<file path="src/iz_pkg.sv">
// package: shared types, constants and codes for the intrusion zone monitor
`timescale 1ns / 1ps

package iz_pkg;

    localparam int NUM_SENSORS = 8;
    localparam int MASK_W      = 8;
    localparam int PIN_W       = 8;
    localparam int TYPES_W     = 16;
    localparam int CNT_W       = 12;
    localparam int CFG_IDX_W   = 3;
    localparam int CFG_DATA_W  = 16;
    localparam int IN_DATA_W   = 16;
    localparam int OUT_DATA_W  = 32;

    localparam logic [CNT_W-1:0] CNT_MAX         = '1;
    localparam logic [CNT_W-1:0] WINDOW_RESET    = 12'd60;
    localparam logic [CNT_W-1:0] THRESHOLD_RESET = 12'd10;

    localparam logic [CFG_IDX_W-1:0] REG_SENSOR_TYPES = 3'd0;
    localparam logic [CFG_IDX_W-1:0] REG_ALARM_MASK   = 3'd1;
    localparam logic [CFG_IDX_W-1:0] REG_SMS_MASK     = 3'd2;
    localparam logic [CFG_IDX_W-1:0] REG_MSG_MASK     = 3'd3;
    localparam logic [CFG_IDX_W-1:0] REG_WINDOW       = 3'd4;
    localparam logic [CFG_IDX_W-1:0] REG_THRESHOLD    = 3'd5;
    localparam logic [CFG_IDX_W-1:0] REG_SOUND_FLAGS  = 3'd6;

    localparam int SOUND_EXIT_BIT  = 0;
    localparam int SOUND_ENTER_BIT = 1;
    localparam int SOUND_LOOP_BIT  = 2;

    typedef enum logic [1:0] {
        CMD_TICK      = 2'd0,
        CMD_SET_ARMED = 2'd1,
        CMD_TOGGLE    = 2'd2,
        CMD_SET_ALARM = 2'd3
    } command_t;

    typedef enum logic [1:0] {
        TYPE_MICROWAVE = 2'd0,
        TYPE_PIR       = 2'd1,
        TYPE_REED      = 2'd2
    } sensor_type_t;

    typedef enum logic [1:0] {
        CHIME_NONE  = 2'd0,
        CHIME_EXIT  = 2'd1,
        CHIME_ENTER = 2'd2
    } chime_t;

    typedef enum logic [1:0] {
        SOUND_KEEP  = 2'd0,
        SOUND_START = 2'd1,
        SOUND_STOP  = 2'd2
    } sound_t;

    typedef struct packed {
        logic             tick;
        logic             clear;
        logic             close;
        logic [CNT_W-1:0] threshold;
    } lane_ctrl_t;

    typedef struct packed {
        logic newly;
        logic detected;
    } lane_stat_t;

    typedef struct packed {
        logic [MASK_W-1:0] new_mask;
        logic [MASK_W-1:0] sms_mask;
        logic [MASK_W-1:0] msg_mask;
        logic              alarm_hit;
    } merge_res_t;

    typedef struct packed {
        logic              pad;
        sound_t            alarm_sound;
        chime_t            chime;
        logic [MASK_W-1:0] message_mask;
        logic [MASK_W-1:0] sms_mask;
        logic [MASK_W-1:0] new_detect_mask;
        logic              status_changed;
        logic              alarm_on;
        logic              armed;
    } result_t;

endpackage

</file>
<file path="src/intrusion_zone_monitor.sv">
// top level: config registers, window timer, arm/alarm control, lanes and output skid
`timescale 1ns / 1ps

// channel  | direction | payload
// s_       | in        | tuser[1:0] command; tdata[7:0] pin_levels, [8] set_value
// m_       | out       | tdata[0] armed .. [30:29] alarm_sound, see port comment
// cfg_     | in        | cfg_index register number, cfg_data value
//
// one transaction per clock while s_tready is high: the lanes and the arm/alarm logic
// update in the cycle of acceptance and the result is registered
// an output register plus a skid stage keep s_tready high while one result waits
// aresetn resets all but the output data; config takes effect on the next transaction

module intrusion_zone_monitor (
    input  logic                             aclk,
    input  logic                             aresetn,
    input  logic                             s_tvalid,
    output logic                             s_tready,
    input  logic [iz_pkg::IN_DATA_W-1:0]     s_tdata,   // pin_levels, set_value
    input  logic [1:0]                       s_tuser,   // command
    output logic                             m_tvalid,
    input  logic                             m_tready,
    // armed, alarm_on, status_changed, new_detect_mask, sms_mask,
    // message_mask, chime, alarm_sound
    output logic [iz_pkg::OUT_DATA_W-1:0]    m_tdata,
    input  logic                             cfg_valid,
    output logic                             cfg_ready,
    input  logic [iz_pkg::CFG_IDX_W-1:0]     cfg_index,
    input  logic [iz_pkg::CFG_DATA_W-1:0]    cfg_data
);

    logic [iz_pkg::TYPES_W-1:0] sensor_types_reg;
    logic [iz_pkg::MASK_W-1:0]  alarm_mask_reg;
    logic [iz_pkg::MASK_W-1:0]  sms_mask_reg;
    logic [iz_pkg::MASK_W-1:0]  msg_mask_reg;
    logic [iz_pkg::CNT_W-1:0]   window_reg;
    logic [iz_pkg::CNT_W-1:0]   threshold_reg;
    logic [2:0]                 sound_flags_reg;

    logic                       armed_reg;
    logic                       armed_next;
    logic                       alarm_reg;
    logic                       alarm_next;
    logic [iz_pkg::CNT_W-1:0]   timer_reg;
    logic [iz_pkg::CNT_W-1:0]   timer_next;
    logic [iz_pkg::CNT_W:0]     timer_inc;

    iz_pkg::result_t            out_reg;
    iz_pkg::result_t            out_next;
    logic                       out_valid_reg;
    iz_pkg::result_t            skid_reg;
    logic                       skid_valid_reg;

    logic                       cfg_we;
    logic                       accept;
    iz_pkg::command_t           cmd;
    logic [iz_pkg::PIN_W-1:0]   pins;
    logic                       set_value;
    logic                       target;
    logic                       change;
    logic                       clear_sensors;
    logic                       is_tick;

    iz_pkg::lane_ctrl_t               lane_ctrl;
    iz_pkg::lane_stat_t               lane_stat [iz_pkg::NUM_SENSORS];
    logic [iz_pkg::NUM_SENSORS-1:0]   newly;
    logic [iz_pkg::NUM_SENSORS-1:0]   det_vec;
    iz_pkg::merge_res_t               merge_res;

    assign cfg_ready = 1'b1;
    assign cfg_we    = cfg_valid && cfg_ready;
    assign s_tready  = !skid_valid_reg;
    assign accept    = s_tvalid && s_tready;
    assign cmd       = iz_pkg::command_t'(s_tuser);
    assign pins      = s_tdata[iz_pkg::PIN_W-1:0];
    assign set_value = s_tdata[iz_pkg::PIN_W];
    assign is_tick   = accept && cmd == iz_pkg::CMD_TICK;

    always_ff @(posedge aclk) begin
        if (!aresetn) begin
            sensor_types_reg <= '0;
            alarm_mask_reg   <= '0;
            sms_mask_reg     <= '0;
            msg_mask_reg     <= '0;
            window_reg       <= iz_pkg::WINDOW_RESET;
            threshold_reg    <= iz_pkg::THRESHOLD_RESET;
            sound_flags_reg  <= '0;
        end else if (cfg_we) begin
            unique case (cfg_index)
                iz_pkg::REG_SENSOR_TYPES: sensor_types_reg <= cfg_data;
                iz_pkg::REG_ALARM_MASK:   alarm_mask_reg   <= cfg_data[iz_pkg::MASK_W-1:0];
                iz_pkg::REG_SMS_MASK:     sms_mask_reg     <= cfg_data[iz_pkg::MASK_W-1:0];
                iz_pkg::REG_MSG_MASK:     msg_mask_reg     <= cfg_data[iz_pkg::MASK_W-1:0];
                iz_pkg::REG_WINDOW:       window_reg       <= cfg_data[iz_pkg::CNT_W-1:0];
                iz_pkg::REG_THRESHOLD:    threshold_reg    <= cfg_data[iz_pkg::CNT_W-1:0];
                iz_pkg::REG_SOUND_FLAGS:  sound_flags_reg  <= cfg_data[2:0];
                default: ;
            endcase
        end
    end

    // window timer
    assign timer_inc  = {1'b0, timer_reg} + 1'b1;
    assign timer_next = (timer_inc > {1'b0, window_reg}) ? '0 : timer_inc[iz_pkg::CNT_W-1:0];

    // arm and alarm control
    always_comb begin
        target        = armed_reg;
        change        = 1'b0;
        clear_sensors = 1'b0;
        armed_next    = armed_reg;
        alarm_next    = alarm_reg;
        out_next      = '0;
        case (cmd)
            iz_pkg::CMD_TICK: begin
                out_next.new_detect_mask = merge_res.new_mask;
                out_next.sms_mask        = merge_res.sms_mask;
                out_next.message_mask    = merge_res.msg_mask;
                if (merge_res.alarm_hit && !alarm_reg) begin
                    alarm_next = 1'b1;
                    if (sound_flags_reg[iz_pkg::SOUND_LOOP_BIT]) begin
                        out_next.alarm_sound = iz_pkg::SOUND_START;
                    end
                end
            end
            iz_pkg::CMD_SET_ARMED, iz_pkg::CMD_TOGGLE: begin
                target = (cmd == iz_pkg::CMD_SET_ARMED) ? set_value : !armed_reg;
                change = target != armed_reg;
                if (change) begin
                    armed_next              = target;
                    clear_sensors           = 1'b1;
                    out_next.status_changed = 1'b1;
                    if (!target) begin
                        alarm_next = 1'b0;
                        if (sound_flags_reg[iz_pkg::SOUND_LOOP_BIT]) begin
                            out_next.alarm_sound = iz_pkg::SOUND_STOP;
                        end
                    end
                    if (target && sound_flags_reg[iz_pkg::SOUND_EXIT_BIT]) begin
                        out_next.chime = iz_pkg::CHIME_EXIT;
                    end else if (!target && sound_flags_reg[iz_pkg::SOUND_ENTER_BIT]) begin
                        out_next.chime = iz_pkg::CHIME_ENTER;
                    end
                end
            end
            default: begin
                alarm_next = set_value;
                if (sound_flags_reg[iz_pkg::SOUND_LOOP_BIT]) begin
                    out_next.alarm_sound = set_value ? iz_pkg::SOUND_START : iz_pkg::SOUND_STOP;
                end
            end
        endcase
        out_next.armed    = armed_next;
        out_next.alarm_on = alarm_next;
    end

    always_ff @(posedge aclk) begin
        if (!aresetn) begin
            armed_reg <= 1'b0;
            alarm_reg <= 1'b0;
            timer_reg <= '0;
        end else if (accept) begin
            armed_reg <= armed_next;
            alarm_reg <= alarm_next;
            if (cmd == iz_pkg::CMD_TICK) begin
                timer_reg <= timer_next;
            end
        end
    end

    // sensor lanes
    assign lane_ctrl.tick      = is_tick;
    assign lane_ctrl.clear     = accept && clear_sensors;
    assign lane_ctrl.close     = timer_next == window_reg;
    assign lane_ctrl.threshold = threshold_reg;

    for (genvar i = 0; i < iz_pkg::NUM_SENSORS; i++) begin : g_lane
        logic [1:0] lane_type;
        logic       lane_level;

        if (2 * i + 1 < iz_pkg::TYPES_W) begin : g_type
            assign lane_type = sensor_types_reg[2*i+1:2*i];
        end else begin : g_no_type
            assign lane_type = iz_pkg::TYPE_MICROWAVE;
        end
        if (i < iz_pkg::PIN_W) begin : g_pin
            assign lane_level = pins[i];
        end else begin : g_no_pin
            assign lane_level = 1'b0;
        end

        iz_lane u_lane (
            .aclk        (aclk),
            .aresetn     (aresetn),
            .ctrl        (lane_ctrl),
            .sensor_type (lane_type),
            .level       (lane_level),
            .stat        (lane_stat[i])
        );

        assign newly[i]   = lane_stat[i].newly;
        assign det_vec[i] = lane_stat[i].detected;
    end

    iz_merge u_merge (
        .newly      (newly),
        .armed      (armed_reg),
        .alarm_mask (alarm_mask_reg),
        .sms_mask   (sms_mask_reg),
        .msg_mask   (msg_mask_reg),
        .res        (merge_res)
    );

    // output register with skid stage
    always_ff @(posedge aclk) begin
        if (!aresetn) begin
            out_valid_reg  <= 1'b0;
            skid_valid_reg <= 1'b0;
        end else if (m_tready || !out_valid_reg) begin
            if (skid_valid_reg) begin
                out_valid_reg  <= 1'b1;
                skid_valid_reg <= 1'b0;
            end else begin
                out_valid_reg  <= accept;
            end
        end else if (accept) begin
            skid_valid_reg <= 1'b1;
        end
    end

    always_ff @(posedge aclk) begin
        if (m_tready || !out_valid_reg) begin
            if (skid_valid_reg) begin
                out_reg <= skid_reg;
            end else if (accept) begin
                out_reg <= out_next;
            end
        end else if (accept) begin
            skid_reg <= out_next;
        end
    end

    assign m_tvalid = out_valid_reg;
    assign m_tdata  = out_reg;

    a_skid_behind_out: assert property (@(posedge aclk) disable iff (!aresetn)
        skid_valid_reg |-> out_valid_reg)
        else $error("skid stage holds a result while the output register is empty");

    a_clear_lanes: assert property (@(posedge aclk) disable iff (!aresetn)
        accept && clear_sensors |=> det_vec == '0)
        else $error("detection flags survive an armed status change");

    a_timer_in_window: assert property (@(posedge aclk) disable iff (!aresetn)
        is_tick && !cfg_we |=> timer_reg <= window_reg)
        else $error("window timer beyond window length after a tick");

    a_disarm_clears_alarm: assert property (@(posedge aclk) disable iff (!aresetn)
        accept && clear_sensors && !armed_next |=> !alarm_reg && !armed_reg)
        else $error("alarm latch still set after disarming");

endmodule

</file>
<file path="src/iz_lane.sv">
// per-sensor lane: sample counter, window close and detection flag
`timescale 1ns / 1ps

module iz_lane (
    input  logic               aclk,
    input  logic               aresetn,
    input  iz_pkg::lane_ctrl_t ctrl,
    input  logic [1:0]         sensor_type,
    input  logic               level,
    output iz_pkg::lane_stat_t stat
);

    logic [iz_pkg::CNT_W-1:0] count_reg;
    logic [iz_pkg::CNT_W-1:0] count_next;
    logic                     det_reg;
    logic                     det_next;
    logic                     active;
    logic                     reed_hit;
    logic [iz_pkg::CNT_W-1:0] count_inc;
    logic                     hit;

    always_comb begin
        active   = 1'b0;
        reed_hit = 1'b0;
        case (sensor_type)
            iz_pkg::TYPE_MICROWAVE: active   = ~level;
            iz_pkg::TYPE_PIR:       active   = level;
            iz_pkg::TYPE_REED:      reed_hit = ~level;
            default: begin
                active   = 1'b0;
                reed_hit = 1'b0;
            end
        endcase
    end

    assign count_inc = (active && count_reg != iz_pkg::CNT_MAX) ?
                       count_reg + 1'b1 : count_reg;
    assign hit = reed_hit || (ctrl.close && count_inc >= ctrl.threshold);

    always_comb begin
        count_next = count_reg;
        det_next   = det_reg;
        if (ctrl.clear) begin
            count_next = '0;
            det_next   = 1'b0;
        end else if (ctrl.tick && !det_reg) begin
            count_next = ctrl.close ? '0 : count_inc;
            det_next   = hit;
        end
    end

    always_ff @(posedge aclk) begin
        if (!aresetn) begin
            count_reg <= '0;
            det_reg   <= 1'b0;
        end else begin
            count_reg <= count_next;
            det_reg   <= det_next;
        end
    end

    assign stat.newly    = ctrl.tick && !ctrl.clear && !det_reg && hit;
    assign stat.detected = det_reg;

endmodule

</file>
<file path="src/iz_merge.sv">
// merging stage: gathers new lane detections, while armed, into report masks and alarm trigger
`timescale 1ns / 1ps

module iz_merge (
    input  logic [iz_pkg::NUM_SENSORS-1:0] newly,
    input  logic                           armed,
    input  logic [iz_pkg::MASK_W-1:0]      alarm_mask,
    input  logic [iz_pkg::MASK_W-1:0]      sms_mask,
    input  logic [iz_pkg::MASK_W-1:0]      msg_mask,
    output iz_pkg::merge_res_t             res
);

    logic [iz_pkg::MASK_W-1:0] lane_bits;
    logic [iz_pkg::MASK_W-1:0] reported;

    for (genvar j = 0; j < iz_pkg::MASK_W; j++) begin : g_bit
        if (j < iz_pkg::NUM_SENSORS) begin : g_lane
            assign lane_bits[j] = newly[j];
        end else begin : g_none
            assign lane_bits[j] = 1'b0;
        end
    end

    assign reported      = armed ? lane_bits : '0;
    assign res.new_mask  = reported;
    assign res.sms_mask  = reported & sms_mask;
    assign res.msg_mask  = reported & msg_mask;
    assign res.alarm_hit = |(reported & alarm_mask);

endmodule
</file>
<file path="config.mk">
export PLATFORM = sky130hd
export DESIGN_NAME = intrusion_zone_monitor
export DESIGN_NICKNAME = d
export VERILOG_FILES = /design/src/iz_pkg.sv /design/src/intrusion_zone_monitor.sv /design/src/iz_lane.sv /design/src/iz_merge.sv
export SDC_FILE = /design/constraint.sdc
export NUM_CORES = 1
export LEC_CHECK = 0
export BUFFER_PORTS_ARGS = -buffer_cell sky130_fd_sc_hd__buf_2
export CAP_MARGIN = 30
export CORE_MARGIN = 2
export CORE_UTILIZATION = 50
export DETAILED_ROUTE_END_ITERATION = 6
export PLACE_DENSITY_LB_ADDON = 0.12
export SLEW_MARGIN = 20
export SYNTH_ARGS = -nofsm -noshare
export SYNTH_HDL_FRONTEND = slang
export SYNTH_SLANG_ARGS = --single-unit
</file>
<file path="constraint.sdc">
create_clock -name aclk -period 10.93 [get_ports aclk]
set_input_delay 2.186 -clock aclk [delete_from_list [all_inputs] [get_ports aclk]]
set_output_delay 2.186 -clock aclk [all_outputs]
set_load 0.02 [all_outputs]
</file>
==> results.py <==
metrics = {
    "run_status": {
        "status": "finished, final reports clean",
    },
    "sta": {
        "timing.slew.headroom_pct": 35.6,
        "whs_ps": 454,
        "drv_slew": 0,
        "setup_violations": 0,
        "finalHoldViolCount": 0,
        "fin_skew_ps": 11.8,
        "setup-tns-final_ps": 0,
        "tightest_slew_ps": 962,
        "fmax_ghz": 0.158,
        "rsz0062_at_grt": "no",
        "finalCriticalPeriod_ps": 6320,
        "fin_crit_sh_pct": 57.8,
        "setup_ws_ps": 4610,
    },
    "place": {
        "io_buffers": 67,
        "gp_congestion": 0.858,
        "post-dp-hpwl_um": 27400,
        "post-place-ws_ps": 4080,
        "placed_area_mm2": 0.0158,
        "place_inst": 2155,
    },
    "route": {
        "drc": 0,
        "drt_iter0_drc": 837,
        "viasPerCell": 5.86,
        "vias": 12952,
        "wirelength_um": 40200,
        "wl_per_cell_um": 18.2,
        "ant_nets": 0,
        "drt_pass1_iterations": 5,
    },
    "power": {
        "power.internal_mw": 1.62,
        "seq_power_share_pct": 45.7,
        "p_sw_share_pct": 24.0,
        "combPwrFrac_pct": 7.5,
        "p_clk_share_pct": 46.7,
        "switching_power_mw": 0.511,
        "leakage_nw": 6.68,
        "vdd_drop_max_v": 0.000117,
        "power_density_mw_per_mm2": 127,
    },
    "clock_tree": {
        "htree_levels": 1,
        "post-cts-setup-buffers": 0,
        "clkTransAtPathRegs_ps": 60,
        "clockBufferDepth": 3,
        "cts_inserted_buffers": 29,
        "clock_sinks": 249,
        "ctsHoldBuffers": 0,
        "cts_resized": 0,
        "cts_tree": "built",
        "clock_latency_ps": 550,
        "root_buffer": "clkbuf_16",
    },
    "floorplan": {
        "ios": 77,
        "dieWidth_um": 178,
        "dieArea_mm2": 0.0317,
        "die_y_um": 178,
        "core_mm2": 0.0297,
        "initial_utilization_pct": 51.0,
        "row_count": 63,
    },
    "synthesis": {
        "syn-num-nets": 1934,
        "synth_compound_area_share_pct": 17.1,
        "synthAdderAreaFrac_pct": 9.98,
        "synth_edf_count": 62,
        "synth_top_family_by_area": "simple AND/OR/NAND/NOR gates",
        "yosys.area_share.simple_pct": 24.0,
        "syn-cell-area_mm2": 0.0152,
        "yosys_register_bits": 249,
        "avgSynthCellArea_um2": 8.56,
        "synthMuxAreaShare_pct": 1.01,
        "yosysWarnings": 0,
        "syn_inst": 1771,
        "synth.distinct_cells": 74,
        "yosysSeqAreaShare_pct": 37.0,
        "async_reset_ff_share_pct": 0,
        "synth_ff_type": "dfxtp_1",
        "synth-xor-area-share_pct": 7.39,
    },
    "cells_and_area": {
        "instances_no_fill": 2212,
        "final_cell_mix": "nand2_1 (302), dfxtp_1 (187), nand3_1 (136)",
        "layout_commonest_cell": "nand2_1",
        "syn_to_final_growth_pct": 10.7,
        "postLayoutCellArea_mm2": 0.0168,
        "largest_register_ffs": 96,
        "layout-drive-gt1-share_pct": 9.60,
        "final_nets": 1963,
        "num_antenna_cells": 0,
    },
    "global_routing": {
        "grt_pass1_vias": 12008,
        "antenna_found_initial": 2,
        "grt_overflow_total": 0,
        "grt_usage_pct": 25.5,
        "grt_max_degree": 86,
        "grt_pass1_wl_um": 64100,
    },
    "worst_hold_path": {
        "hp-class": "reg -> reg",
        "hold_depth": 2,
        "holdPathEnd": "g_lane[5].u_lane.count_reg[10]$_SDFFE_PP0P_",
        "hold_start": "g_lane[5].u_lane.count_reg[10]$_SDFFE_PP0P_",
    },
    "worst_setup_path": {
        "required_ps": 11200,
        "rr_worst_depth": 17,
        "endpoint_kind": "register",
        "r2r_setup_slack_ps": 5720,
        "critPathArrivalTime_ps": 6590,
        "crit_fanout": 9,
        "reg2reg_to": "m_tdata[29]$_DFFE_PP_",
        "critPathLaunch": "s_tdata[1]",
        "crit_type": "in -> reg",
        "start_kind": "input pin",
        "r2r_start": "g_lane[1].u_lane.count_reg[0]$_SDFFE_PP0P_",
    },
    "flow_run": {
        "cap_violations": 0,
    },
}
## metrics by stage
stage | utilization (%) | power [mW]
after global routing | 56.5 | 2.20
after global placement | 53.1 | 1.15
after detailed placement | 53.2 | 1.15
final | 56.5 | 2.13
after CTS | 56.5 | 2.15
after floorplan | - | 1.09
## synthesized netlist by cell type, drive strengths merged, types with 4 or more instances
cell type	n	area, µm²
xor2	39	342
a21oi	105	526
a21o	20	150
a31oi	8	50.1
mux2i	4	40.0
o21ai	74	382
edfxtp	62	1860
nor3b	11	82.6
inv	50	188
or3	5	31.3
nand3	137	691
o211ai	20	175
ha	121	1510
buf	12	63.8
nor3	26	141
dfxtp	187	3740
o31ai	7	66.3
xnor3	7	158
nand4	39	250
mux2	10	113
a21boi	67	507
nor4	31	194
or2	11	68.8
nand2b	14	87.6
and2	24	150
xnor2	71	622
a22o	16	140
o21a	17	128
nor2b	14	87.6
clkbuf	75	282
and4	9	78.8
nand2	302	1130
nor2	69	259
a211oi	13	173
and3	52	325
## cells by family (layout without fill, tap and decap cells)
family / count (synthesis) / count (layout)
compound gates: 379 / 379
simple gates: 752 / 752
xor+xnor: 117 / 117
buf+inv: 137 / 188
fa+ha+maj: 121 / 121
mux: 14 / 14
flops: 249 / 249
other cells: 2 / 2
## area by class of cell
| cell class | instances | area (µm²) |
|---|---|---|
| clock buffer | 37 | 759 |
| clock inverter | 16 | 211 |
| fill | 2738 | 12900 |
| inverter | 50 | 188 |
| multi-input combinational | 1385 | 9070 |
| sequential | 249 | 5610 |
| tap | 390 | 488 |
| timing repair buffer | 85 | 475 |
## layer usage
layer | global-route usage, % | up-vias | routed length (µm)
met5 | 0 | - | 36
met2 | 41.4 | 313 | 18300
li1 | - | 6411 | -
met1 | 35.1 | 6157 | 18600
met4 | 7.31 | 4 | 1040
met3 | 3.77 | 67 | 2230
## power by group through the flow
stage / clock network, mW / registers [mW] / logic [mW]
5_1_grt: 1.05 / 0.975 / 0.176
4_1_cts: 1.01 / 0.973 / 0.160
3_5_place_dp: 0 / 0.993 / 0.159
6_report: 0.995 / 0.973 / 0.160
2_1_floorplan: 0 / 1.00 / 0.0933
3_3_place_gp: 0 / 0.993 / 0.156
## how the worst max path moves through the flow
stage	end	slack, ps
after global placement	m_tdata[29]$_DFFE_PP_	3690
after detailed placement	m_tdata[29]$_DFFE_PP_	4080
after global routing	m_tdata[29]$_DFFE_PP_	4390
after CTS	m_tdata[29]$_DFFE_PP_	4660
final	m_tdata[29]$_DFFE_PP_	4610
after floorplan	m_tdata[29]$_DFFE_PP_	4850
## worst max-delay path, stage by stage
cell and delay, ps:
buf_2 120, xor2_1 160, nor3_1 730, nand4_1 380
nor2_1 210, xor2_1 120, ha_1 220, or4_1 520
a211oi_1 200, o21ai_0 110, a31oi_1 360, nor3_1 100
a2111o_1 400, o41ai_1 410, buf_2 250, a31oi_1 100
No activity file was read; power rests on OpenSTA's default activity.
